File: src/rtl/core/srca_pkg.sv
`timescale 1ns / 1ps
// ----------------------------------------------------------------------------
// srca_pkg
// Shared types and constants for the sensor reading converter and averager.
// ----------------------------------------------------------------------------
package srca_pkg;

    localparam int CODE_W      = 20;
    localparam int HUM_W       = 14;
    localparam int TEMP_W      = 15;
    localparam int SUM_W       = 17;   // signed window sum of three temperatures
    localparam int DVD_W       = 16;   // magnitude of either window sum
    localparam int CNT_W       = 2;
    localparam int WIN_DEPTH   = 3;
    localparam int CODE_SHIFT  = 20;
    localparam int DIV_STEPS   = DVD_W;
    localparam int STEP_W      = $clog2(DIV_STEPS);

    localparam logic [13:0] HUM_SCALE   = 14'd10000;
    localparam logic [14:0] TEMP_SCALE  = 15'd20000;
    localparam logic [15:0] TEMP_OFFSET = 16'd5000;
    localparam logic [3:0]  NIBBLE_MASK = 4'hF;

    typedef enum logic [2:0] {
        S_IDLE,
        S_CONV,
        S_WIN,
        S_SUM,
        S_DIV,
        S_STORE
    } t_state;

    typedef struct packed {
        logic capture;    // latch frame codes
        logic convert;    // scale codes to engineering units
        logic win_write;  // push converted values into the windows
        logic div_load;   // form sums and load the divider
        logic div_step;   // one quotient bit per lane
        logic out_load;   // move results to the output register
    } t_cmd;

endpackage

File: src/rtl/core/sensor_reading_convert_average.sv
`timescale 1ns / 1ps
// ----------------------------------------------------------------------------
// sensor_reading_convert_average
// Humidity/temperature frame converter with a three-point moving average.
// ----------------------------------------------------------------------------
// Usage:
//   Input channel (i_valid / o_ready) takes the five measurement bytes of one
//   sensor frame as a word. Output channel (o_valid / i_ready) returns the
//   converted humidity and temperature of that frame plus the window mean.
//   Each frame passes through convert, window write, sum, 16 divide steps
//   and store before o_valid rises. A new word is accepted only after the
//   last one is stored; the one-bit-per-cycle divider serves both lanes.
//   The output register parts the two sides: a new frame is accepted while
//   the last result still waits. If the receiver stalls, the next result
//   waits in the divider until the output register frees up, and o_ready
//   stays low meanwhile.
//   Reset clears both windows, the write slot and the fill count, and drops
//   o_valid; the first result after reset is the frame's own value, the
//   second the mean of two, every later one the mean of three.
// ----------------------------------------------------------------------------
module sensor_reading_convert_average (
    input  logic        i_clk,
    input  logic        i_rst_n,
    input  logic        i_valid,
    output logic        o_ready,
    input  logic [7:0]  i_hum_high,
    input  logic [7:0]  i_hum_mid,
    input  logic [7:0]  i_shared_nibbles,
    input  logic [7:0]  i_temp_mid,
    input  logic [7:0]  i_temp_low,
    output logic        o_valid,
    input  logic        i_ready,
    output logic signed [14:0] o_temperature_avg,
    output logic [13:0] o_humidity_avg,
    output logic signed [14:0] o_temperature_now,
    output logic [13:0] o_humidity_now
);

    // command bundle from sequencer to datapath
    srca_pkg::t_cmd cmd;

    srca_ctrl u_ctrl (
        .i_clk   (i_clk),
        .i_rst_n (i_rst_n),
        .i_valid (i_valid),
        .o_ready (o_ready),
        .o_valid (o_valid),
        .i_ready (i_ready),
        .o_cmd   (cmd)
    );

    // unpack, scale, window, divide by fill count (1..3), hold results
    srca_dpath u_dpath (
        .i_clk             (i_clk),
        .i_rst_n           (i_rst_n),
        .i_cmd             (cmd),
        .i_hum_high        (i_hum_high),
        .i_hum_mid         (i_hum_mid),
        .i_shared_nibbles  (i_shared_nibbles),
        .i_temp_mid        (i_temp_mid),
        .i_temp_low        (i_temp_low),
        .o_temperature_avg (o_temperature_avg),
        .o_humidity_avg    (o_humidity_avg),
        .o_temperature_now (o_temperature_now),
        .o_humidity_now    (o_humidity_now)
    );

endmodule

File: src/rtl/core/srca_ctrl.sv
`timescale 1ns / 1ps
// ----------------------------------------------------------------------------
// srca_ctrl
// Sequencer: steps one frame through convert, window, divide and store.
// ----------------------------------------------------------------------------
module srca_ctrl (
    input  logic            i_clk,
    input  logic            i_rst_n,
    input  logic            i_valid,
    output logic            o_ready,
    output logic            o_valid,
    input  logic            i_ready,
    output srca_pkg::t_cmd  o_cmd
);

    srca_pkg::t_state                    r_state, n_state;
    logic [srca_pkg::STEP_W-1:0]         r_step, n_step;
    logic                                r_out_valid, n_out_valid;

    always_ff @(posedge i_clk) begin
        if (!i_rst_n) begin
            r_state     <= srca_pkg::S_IDLE;
            r_step      <= '0;
            r_out_valid <= 1'b0;
        end else begin
            r_state     <= n_state;
            r_step      <= n_step;
            r_out_valid <= n_out_valid;
        end
    end

    always_comb begin
        n_state = r_state;
        n_step  = r_step;
        o_cmd   = '0;
        o_ready = 1'b0;
        case (r_state)
            srca_pkg::S_IDLE: begin
                o_ready = 1'b1;
                if (i_valid) begin
                    o_cmd.capture = 1'b1;
                    n_state       = srca_pkg::S_CONV;
                end
            end
            srca_pkg::S_CONV: begin
                o_cmd.convert = 1'b1;
                n_state       = srca_pkg::S_WIN;
            end
            srca_pkg::S_WIN: begin
                o_cmd.win_write = 1'b1;
                n_state         = srca_pkg::S_SUM;
            end
            srca_pkg::S_SUM: begin
                o_cmd.div_load = 1'b1;
                n_step         = '0;
                n_state        = srca_pkg::S_DIV;
            end
            srca_pkg::S_DIV: begin
                o_cmd.div_step = 1'b1;
                n_step         = r_step + 1'b1;
                if (r_step == srca_pkg::STEP_W'(srca_pkg::DIV_STEPS - 1)) begin
                    n_state = srca_pkg::S_STORE;
                end
            end
            srca_pkg::S_STORE: begin
                // wait here while the previous word is still unclaimed
                if (!r_out_valid || i_ready) begin
                    o_cmd.out_load = 1'b1;
                    n_state        = srca_pkg::S_IDLE;
                end
            end
            default: begin
                n_state = srca_pkg::S_IDLE;
            end
        endcase
    end

    always_comb begin
        n_out_valid = r_out_valid;
        if (o_cmd.out_load) begin
            n_out_valid = 1'b1;
        end else if (i_ready) begin
            n_out_valid = 1'b0;
        end
    end

    assign o_valid = r_out_valid;

endmodule

File: src/rtl/core/srca_dpath.sv
`timescale 1ns / 1ps
// ----------------------------------------------------------------------------
// srca_dpath
// Code unpack, unit scaling, three-entry windows, serial divide, output regs.
// ----------------------------------------------------------------------------
module srca_dpath (
    input  logic                               i_clk,
    input  logic                               i_rst_n,
    input  srca_pkg::t_cmd                     i_cmd,
    input  logic [7:0]                         i_hum_high,
    input  logic [7:0]                         i_hum_mid,
    input  logic [7:0]                         i_shared_nibbles,
    input  logic [7:0]                         i_temp_mid,
    input  logic [7:0]                         i_temp_low,
    output logic signed [srca_pkg::TEMP_W-1:0] o_temperature_avg,
    output logic [srca_pkg::HUM_W-1:0]         o_humidity_avg,
    output logic signed [srca_pkg::TEMP_W-1:0] o_temperature_now,
    output logic [srca_pkg::HUM_W-1:0]         o_humidity_now
);

    // frame codes
    logic [srca_pkg::CODE_W-1:0] r_hcode, r_tcode;

    // converted values
    logic [srca_pkg::HUM_W-1:0]         r_hum_now;
    logic signed [srca_pkg::TEMP_W-1:0] r_temp_now;

    // windows
    logic signed [srca_pkg::TEMP_W-1:0] r_twin [srca_pkg::WIN_DEPTH];
    logic [srca_pkg::HUM_W-1:0]         r_hwin [srca_pkg::WIN_DEPTH];
    logic [srca_pkg::CNT_W-1:0]         r_slot, r_count;

    // divider, two lanes sharing the divisor
    logic [srca_pkg::DVD_W-1:0] r_tq, r_hq;
    logic [1:0]                 r_tr, r_hr;
    logic [srca_pkg::CNT_W-1:0] r_dsr;
    logic                       r_tneg;

    // output register
    logic signed [srca_pkg::TEMP_W-1:0] r_o_tavg, r_o_tnow;
    logic [srca_pkg::HUM_W-1:0]         r_o_havg, r_o_hnow;

    logic [33:0]                hprod;
    logic [34:0]                tprod;
    logic [15:0]                tconv;
    logic [srca_pkg::SUM_W-1:0] tsum, tsum_neg;
    logic [srca_pkg::DVD_W-1:0] hsum;
    logic [2:0]                 ttrial, htrial, tdiff, hdiff;
    logic                       tbit, hbit;
    logic [srca_pkg::TEMP_W-1:0] tq_signed;

    // scaling: code * scale >> 20, truncating; temperature then minus the offset
    assign hprod = 34'(r_hcode) * 34'(srca_pkg::HUM_SCALE);
    assign tprod = 35'(r_tcode) * 35'(srca_pkg::TEMP_SCALE);
    assign tconv = {1'b0, tprod[34:srca_pkg::CODE_SHIFT]} - srca_pkg::TEMP_OFFSET;

    always_comb begin
        tsum = {{2{r_twin[0][14]}}, r_twin[0]}
             + {{2{r_twin[1][14]}}, r_twin[1]}
             + {{2{r_twin[2][14]}}, r_twin[2]};
        hsum = {2'b00, r_hwin[0]} + {2'b00, r_hwin[1]} + {2'b00, r_hwin[2]};
        tsum_neg = -tsum;
    end

    // restoring divide step, divisor is 1..3 so remainder stays in two bits
    always_comb begin
        ttrial = {r_tr, r_tq[srca_pkg::DVD_W-1]};
        htrial = {r_hr, r_hq[srca_pkg::DVD_W-1]};
        tdiff  = ttrial - {1'b0, r_dsr};
        hdiff  = htrial - {1'b0, r_dsr};
        tbit   = (ttrial >= {1'b0, r_dsr});
        hbit   = (htrial >= {1'b0, r_dsr});
        tq_signed = r_tneg ? -r_tq[srca_pkg::TEMP_W-1:0] : r_tq[srca_pkg::TEMP_W-1:0];
    end

    // window state, cleared at reset
    always_ff @(posedge i_clk) begin
        if (!i_rst_n) begin
            for (int i = 0; i < srca_pkg::WIN_DEPTH; i++) begin
                r_twin[i] <= '0;
                r_hwin[i] <= '0;
            end
            r_slot  <= '0;
            r_count <= '0;
        end else if (i_cmd.win_write) begin
            r_twin[r_slot] <= r_temp_now;
            r_hwin[r_slot] <= r_hum_now;
            r_slot <= (r_slot == srca_pkg::CNT_W'(srca_pkg::WIN_DEPTH - 1))
                      ? '0 : r_slot + 1'b1;
            if (r_count != srca_pkg::CNT_W'(srca_pkg::WIN_DEPTH)) begin
                r_count <= r_count + 1'b1;
            end
        end
    end

    // payload registers
    always_ff @(posedge i_clk) begin
        if (i_cmd.capture) begin
            r_hcode <= {i_hum_high, i_hum_mid, i_shared_nibbles[7:4]};
            r_tcode <= {i_shared_nibbles[3:0] & srca_pkg::NIBBLE_MASK, i_temp_mid, i_temp_low};
        end
        if (i_cmd.convert) begin
            r_hum_now  <= hprod[33:srca_pkg::CODE_SHIFT];
            r_temp_now <= tconv[srca_pkg::TEMP_W-1:0];
        end
        if (i_cmd.div_load) begin
            r_tneg <= tsum[srca_pkg::SUM_W-1];
            r_tq   <= tsum[srca_pkg::SUM_W-1] ? tsum_neg[srca_pkg::DVD_W-1:0]
                                              : tsum[srca_pkg::DVD_W-1:0];
            r_hq   <= hsum;
            r_tr   <= '0;
            r_hr   <= '0;
            r_dsr  <= r_count;
        end else if (i_cmd.div_step) begin
            r_tq <= {r_tq[srca_pkg::DVD_W-2:0], tbit};
            r_hq <= {r_hq[srca_pkg::DVD_W-2:0], hbit};
            r_tr <= tbit ? tdiff[1:0] : ttrial[1:0];
            r_hr <= hbit ? hdiff[1:0] : htrial[1:0];
        end
        if (i_cmd.out_load) begin
            r_o_tavg <= tq_signed;
            r_o_havg <= r_hq[srca_pkg::HUM_W-1:0];
            r_o_tnow <= r_temp_now;
            r_o_hnow <= r_hum_now;
        end
    end

    assign o_temperature_avg = r_o_tavg;
    assign o_humidity_avg    = r_o_havg;
    assign o_temperature_now = r_o_tnow;
    assign o_humidity_now    = r_o_hnow;

endmodule
File: config.mk
export PLATFORM = sky130hd
export DESIGN_NAME = sensor_reading_convert_average
export DESIGN_NICKNAME = d
export VERILOG_FILES = /design/src/rtl/core/srca_pkg.sv /design/src/rtl/core/sensor_reading_convert_average.sv /design/src/rtl/core/srca_ctrl.sv /design/src/rtl/core/srca_dpath.sv
export SDC_FILE = /design/constraint.sdc
export NUM_CORES = 1
export LEC_CHECK = 0
export BUFFER_PORTS_ARGS = -buffer_cell sky130_fd_sc_hd__clkbuf_2
export CAP_MARGIN = 10
export CELL_PAD_IN_SITES_DETAIL_PLACEMENT = 0
export CELL_PAD_IN_SITES_GLOBAL_PLACEMENT = 1
export CORE_UTILIZATION = 50
export CTS_CLUSTER_DIAMETER = 50
export DETAILED_ROUTE_END_ITERATION = 10
export PLACE_DENSITY = 0.84
export SYNTH_ARGS = -nofsm -noshare
export SYNTH_HDL_FRONTEND = slang
export SYNTH_HIERARCHICAL = 1
export SYNTH_SLANG_ARGS = --single-unit
File: constraint.sdc
create_clock -name i_clk -period 6.82 [get_ports i_clk]
set_clock_uncertainty 0.15 [all_clocks]
set_input_delay 1.364 -clock i_clk [delete_from_list [all_inputs] [get_ports i_clk]]
set_output_delay 1.364 -clock i_clk [all_outputs]
set_load 0.02 [all_outputs]
# Word level (Yosys, flattened, before mapping)
# Memories as Yosys holds them, arrays and structs flattened.
# Index checks and enable logic that the tools add are counted.
# Widths: inputs -> output; s select.
# totals
output_inout_bits	60
register_bits	178
memories	2
input_bits	44
word_cells	93
ram_bits	87
# classes
mul	2
muxes	35
magnitude_cmp	2
n_addsub	12
reduce_logical	10
eq_ne	11
# memory_table
memory	words	width	read_ports	rd_clocked_by_memory_dff	write_ports	line	source
u_dpath.r_twin	3	15	3	0	3	srca_dpath.sv:29	logic signed [srca_pkg::TEMP_W-1:0] r_twin [srca_pkg::WIN_DEPTH];
u_dpath.r_hwin	3	14	3	0	3	srca_dpath.sv:30	logic [srca_pkg::HUM_W-1:0] r_hwin [srca_pkg::WIN_DEPTH];
# op_table
operator	count
$mux 16	5
$mul 20x10->30 const B	2
$mux 15	2
$pmux 3 s6	1
$add 16x15->17	1
$mux 1	17
$add 15x15->16	1
$add 16x14->16	1
$neg 16->16	1
$add 14x14->15	1
$neg 15->15	1
$reduce_or 15->1	1
$sub 15x13->15 const B	1
$mux 14	1
$reduce_or 14->1	1
$mux 2	5
$mux 3	3
$pmux 4 s2	1
$eq 3x2->1 const B	2
$eq 3x3->1 const B	2
$ge 3x2->1	2
$reduce_bool 2->1	3
$add 2x1->2 const B	2
$add 4x1->4 const B	1
11 further kinds	14

# Longest topological paths before layout
# logic_depth
ltp_word	7
ltp_mapped	26
ltp_nobuf	26

# Cells and area by module
# Netlist, hierarchy kept.
# modules_own_cells
mod	cells_per_inst	n_inst	seq_area_each_um2	area_each_um2
srca_dpath	1486	1	7637.3	17553.1
srca_ctrl	53	1	160.2	474.2

# Worst setup path before layout
# Ideal clock, no wire load.
# synth_timing
path_type	reg-to-reg
start	register u_dpath/r_tcode[8] (netlist bit)
end	register u_dpath/r_temp_now[11] (netlist bit), data pin
stages_incl_launch_ff	25
required_ns	6.408
period_less_slack_ns	5.904
setup_slack_ns	0.916
arrival_time_ns	5.492
setup_ns	0.262
path_buffers	0
cell_sequence	edfxtp_1 > inv_1 > fa_1 > inv_1 > ha_1 > fa_1 > ha_1 > inv_1 > fa_1 > inv_1 > ha_1 > and3_4 > a31o_2 > a211oi_4 > o41a_1 > nor2b_1 > nor2_1 > xnor2_1 > ha_1 > a21bo_1 > a211o_1 > nand4b_2 > nor4b_1 > a211oi_1 > xnor2_1
# synth_via
elab_chain_len	2
# synth_rtl
element	line	source
start: declaration	srca_dpath.sv:22	logic [srca_pkg::CODE_W-1:0] r_hcode, r_tcode;
start signal: assignment	srca_dpath.sv:100	r_tcode <= {i_shared_nibbles[3:0] & srca_pkg::NIBBLE_MASK, i_temp_mid, i_temp_low};
$mul 20x10->30	srca_dpath.sv:54	assign tprod = 35'(r_tcode) * 35'(srca_pkg::TEMP_SCALE);
$sub 15x13->15	srca_dpath.sv:55	assign tconv = {1'b0, tprod[34:srca_pkg::CODE_SHIFT]} - srca_pkg::TEMP_OFFSET;
net u_dpath.tconv[11]	srca_dpath.sv:45	logic [15:0] tconv;
end signal: assignment	srca_dpath.sv:104	r_temp_now <= tconv[srca_pkg::TEMP_W-1:0];
end: declaration	srca_dpath.sv:26	logic signed [srca_pkg::TEMP_W-1:0] r_temp_now;
# The timed path passes the listed nets, and every way through them passes these cells.
# A chain may end at the register's enable or synchronous reset.

# Worst setup path in the final report
# Ends and elaborated chain as after synthesis.

==> flow_summary_export.csv <==
group,metric,value,unit
outcome,outcome,"finished with violations",
outcome,violations,"DRC",
routing,vias_per_cell,5.04,
clocking,cts_buffers,34,
power_and_ir_drop,finalPower,9930,uW
worst_setup_path,critPathKind,"register to register",
worst_setup_path,critPathRequiredTime,6.93,ns
global_routing,grt_max_degree,43,
timing,drv_slew,0,
power_and_ir_drop,power.switching,4050,uW
global_routing,antenna_found_initial,0,
clocking,cts_resized,0,
logic_synthesis,ys_ff_latch,265,
hold_path,hp-class,"register to register",
clocking,root_buffer,"clkbuf_16",
power_and_ir_drop,p_per_area,492,mW/mm^2
routing,drtAntennaViolNets,0,
floorplanning,die_width,192,microns
timing,timing.fmax,0.158,GHz
routing,wl_met3,1070,microns
timing,fin_crit_sh,92.9,%
clocking,path_clk_slew,0.06,ns
worst_setup_path,start_kind,"register",
cells_and_area,drive_gt1_share,11.7,%
timing,tightest_slew,1.17,ns
routing,top_layer,"met4",
floorplanning,die_y,192,microns
clocking,cts_tree,"done",
placement,dp_cells,2083,
job,maxCapViolCount,0,
global_routing,track_usage,17.9,%
clocking,postCtsSetupRepairBufs,0,
cells_and_area,area_delta_synth_final,12.1,%
routing,wl_per_cell,14.6,microns
worst_setup_path,crit_arrival,6.45,ns
timing,max_slew_margin,21.9,%
power_and_ir_drop,power.internal,5880,uW
cells_and_area,final_cells,2140,
logic_synthesis,syn_inst,1539,
timing,rsz0062_at_grt,"no",
global_routing,grt_pass1_vias,11000,
clocking,cts_max_path_buffers,3,
timing,hold_viol,0,
timing,period_minus_slack,6.34,ns
placement,routabilityCongestion,0.860,
routing,first_pass_iters,7,
logic_synthesis,async_reset_ff_share,0,%
routing,routed_wl,31300,microns
floorplanning,io_pins,104,
routing,drt-met1-wl,14400,microns
floorplanning,dieArea,0.0368,sq mm
timing,setup_viol,0,
clocking,holdBufCountCts,0,
power_and_ir_drop,ir_worst_vdd,0.360,mV
logic_synthesis,syn_area,0.0180,sq mm
global_routing,grt_pass1_wl,52900,microns
floorplanning,coreArea,0.0355,sq mm
power_and_ir_drop,seqPwrFrac,24.8,%
clocking,worstSkewPairLatency,0.53,ns
logic_synthesis,synth_fp_nets,1903,
logic_synthesis,syn_area_per_cell,11.7,sq um
floorplanning,row_count,69,
power_and_ir_drop,p_comb_share,57.4,%
logic_synthesis,ys_warn_count,6,
routing,vias,10800,
worst_setup_path,path_max_fanout,4,
logic_synthesis,synth_flop_cell,"edfxtp_1",
routing,drc,2,
clocking,cts.htree.levels,2,
placement,io_buffers,103,
routing,drtIter0Drc,569,
placement,dp_hpwl,24200,microns
power_and_ir_drop,switching_share,40.7,%
logic_synthesis,ys_types,77,
routing,dr_wl_met2,15200,microns
worst_setup_path,endpoint_kind,"register",
power_and_ir_drop,p_leak,0.00902,uW
power_and_ir_drop,pwr-share-clk,17.8,%
logic_synthesis,seq_area_frac_synth,43.3,%
global_routing,grt_overflow,0,
cells_and_area,diodes,0,
clocking,cts_sinks,265,
cells_and_area,final_nets,2022,
logic_synthesis,synth-edff-count,249,
floorplanning,start_util,50.8,%
timing,finalSetupTns,0,ns
-- state kept, by name (all words and copies together), names as in the netlist --
register / cells
u_dpath/r_tneg: 1
u_dpath/r_tr: 2
u_dpath/o_temperature_now: 15
u_dpath/r_slot: 2
u_ctrl/o_valid: 1
u_dpath/r_hwin: 42
u_dpath/r_count: 2
u_ctrl/r_state: 3
u_ctrl/r_step: 4
u_dpath/o_humidity_now: 14
u_dpath/r_hum_now: 14
u_dpath/r_hr: 2
u_dpath/r_dsr: 2
u_dpath/r_twin: 45
u_dpath/r_hq: 16
u_dpath/r_tq: 16
u_dpath/r_temp_now: 15
u_dpath/r_tcode: 20
u_dpath/r_hcode: 20
u_dpath/o_humidity_avg: 14
u_dpath/o_temperature_avg: 15
-- cell type report --
class	count	area (sq um)
Multi-Input combinational cell	952	9050
Timing Repair Buffer	107	546
Clock inverter	20	231
Fill cell	2995	15300
Clock buffer	37	883
Inverter	298	1120
Sequential cell	265	7800
Tap cell	461	577
-- critical path, cell delays in order, from the launching register on --
cell and delay (ns):
edfxtp_1 0.46, inv_1 0.12, fa_1 0.51, inv_1 0.04
ha_1 0.29, fa_1 0.49, ha_1 0.30, inv_1 0.05
fa_1 0.49, inv_1 0.04, ha_1 0.30, and3_4 0.19
a31o_2 0.27, a211oi_4 0.32, o41a_1 0.27, nor2b_1 0.07
nor2_1 0.12, xnor2_1 0.14, ha_1 0.22, a21bo_1 0.24
a211o_1 0.33, nand4b_2 0.14, nor4b_1 0.27, a211oi_1 0.11
xnor2_1 0.13
-- worst paths after layout --
check | startpoint | to | slack [ns] | depth (start not counted)
worst max-delay path | u_dpath/r_tcode[8] | u_dpath/r_temp_now[11] | 0.48 | 24
worst min-delay path | u_dpath/r_hq[12] | u_dpath/o_humidity_avg[12] | 0.30 | 0
worst max register to register | u_dpath/r_tcode[8] | u_dpath/r_temp_now[11] | 0.48 | 24
worst min register to register | u_dpath/r_hq[12] | u_dpath/o_humidity_avg[12] | 0.30 | 0
-- Yosys cell counts, drive strengths merged (13+ instances only) --
master  instances  area share [%]
edfxtp        249              41
o21a           17            0.71
xor2           16            0.78
fa            123              14
a21oi          54             1.5
inv           298             6.2
dfxtp          16             1.8
ha            197              14
o21ai          35            0.97
nor3           29            0.81
a21o           13            0.55
nand3          18            0.50
xnor2          55             2.7
o211ai         13            0.54
clkbuf         17            0.35
nor2           77             1.6
nand2b         16            0.56
and2           93             3.2
nand2          42            0.89
-- through the flow --
stage | utilization [%] | hold WS, ns | area (sq um) | setup WS, ns
after floorplan | - | 0.272 | 18000 | 0.916
after global placement | 53.8 | 0.291 | 19100 | 0.632
after detailed placement | 53.8 | 0.284 | 19100 | 0.495
after CTS | 56.9 | 0.297 | 20200 | 0.471
after global routing | 56.9 | 0.315 | 20200 | 0.0835
final | 56.9 | 0.298 | 20200 | 0.483
-- cell families (layout without fill, tap and decap cells) --
| logic type | after synthesis | after routing | share of synthesized area [%] |
|---|---|---|---|
| mux | 16 | 16 | 0.951 |
| compound gates | 211 | 211 | 8.15 |
| flops | 265 | 265 | 43.3 |
| fa+ha+maj | 320 | 320 | 27.3 |
| buf+inv | 322 | 462 | 6.86 |
| simple gates | 334 | 334 | 10.0 |
| xor+xnor | 71 | 71 | 3.45 |
-- routing by layer --
layer	up-vias	GRT usage [%]
li1	5490	-
met5	-	0
met2	150	31.1
met1	5094	23.4
met4	0	5.04
met3	48	2.67
-- power by group through the flow --
stage,clock network [uW],registers (uW),logic [uW]
after floorplan,0,2420,4610
after global placement,0,2490,5590
after detailed placement,0,2500,5690
after CTS,1810,2470,5760
after global routing,1870,2490,6660
final,1770,2460,5700
-- cell usage in the layout (no fill, tap or decap), drive strengths merged, types with 10 or more instances in the layout --
cell	instances
clkinv	10
o211ai	13
o21a	17
a211oi	12
a21o	13
and2	93
xnor2	55
inv	304
a21oi	54
xor2	16
o31ai	12
fa	123
dfxtp	16
edfxtp	249
nor2	77
nor3	29
ha	197
nand3	18
clkbuf	140
nand2b	16
nor2b	12
o21ai	35
nand2	42
No activity file was read; power rests on OpenSTA's default activity.
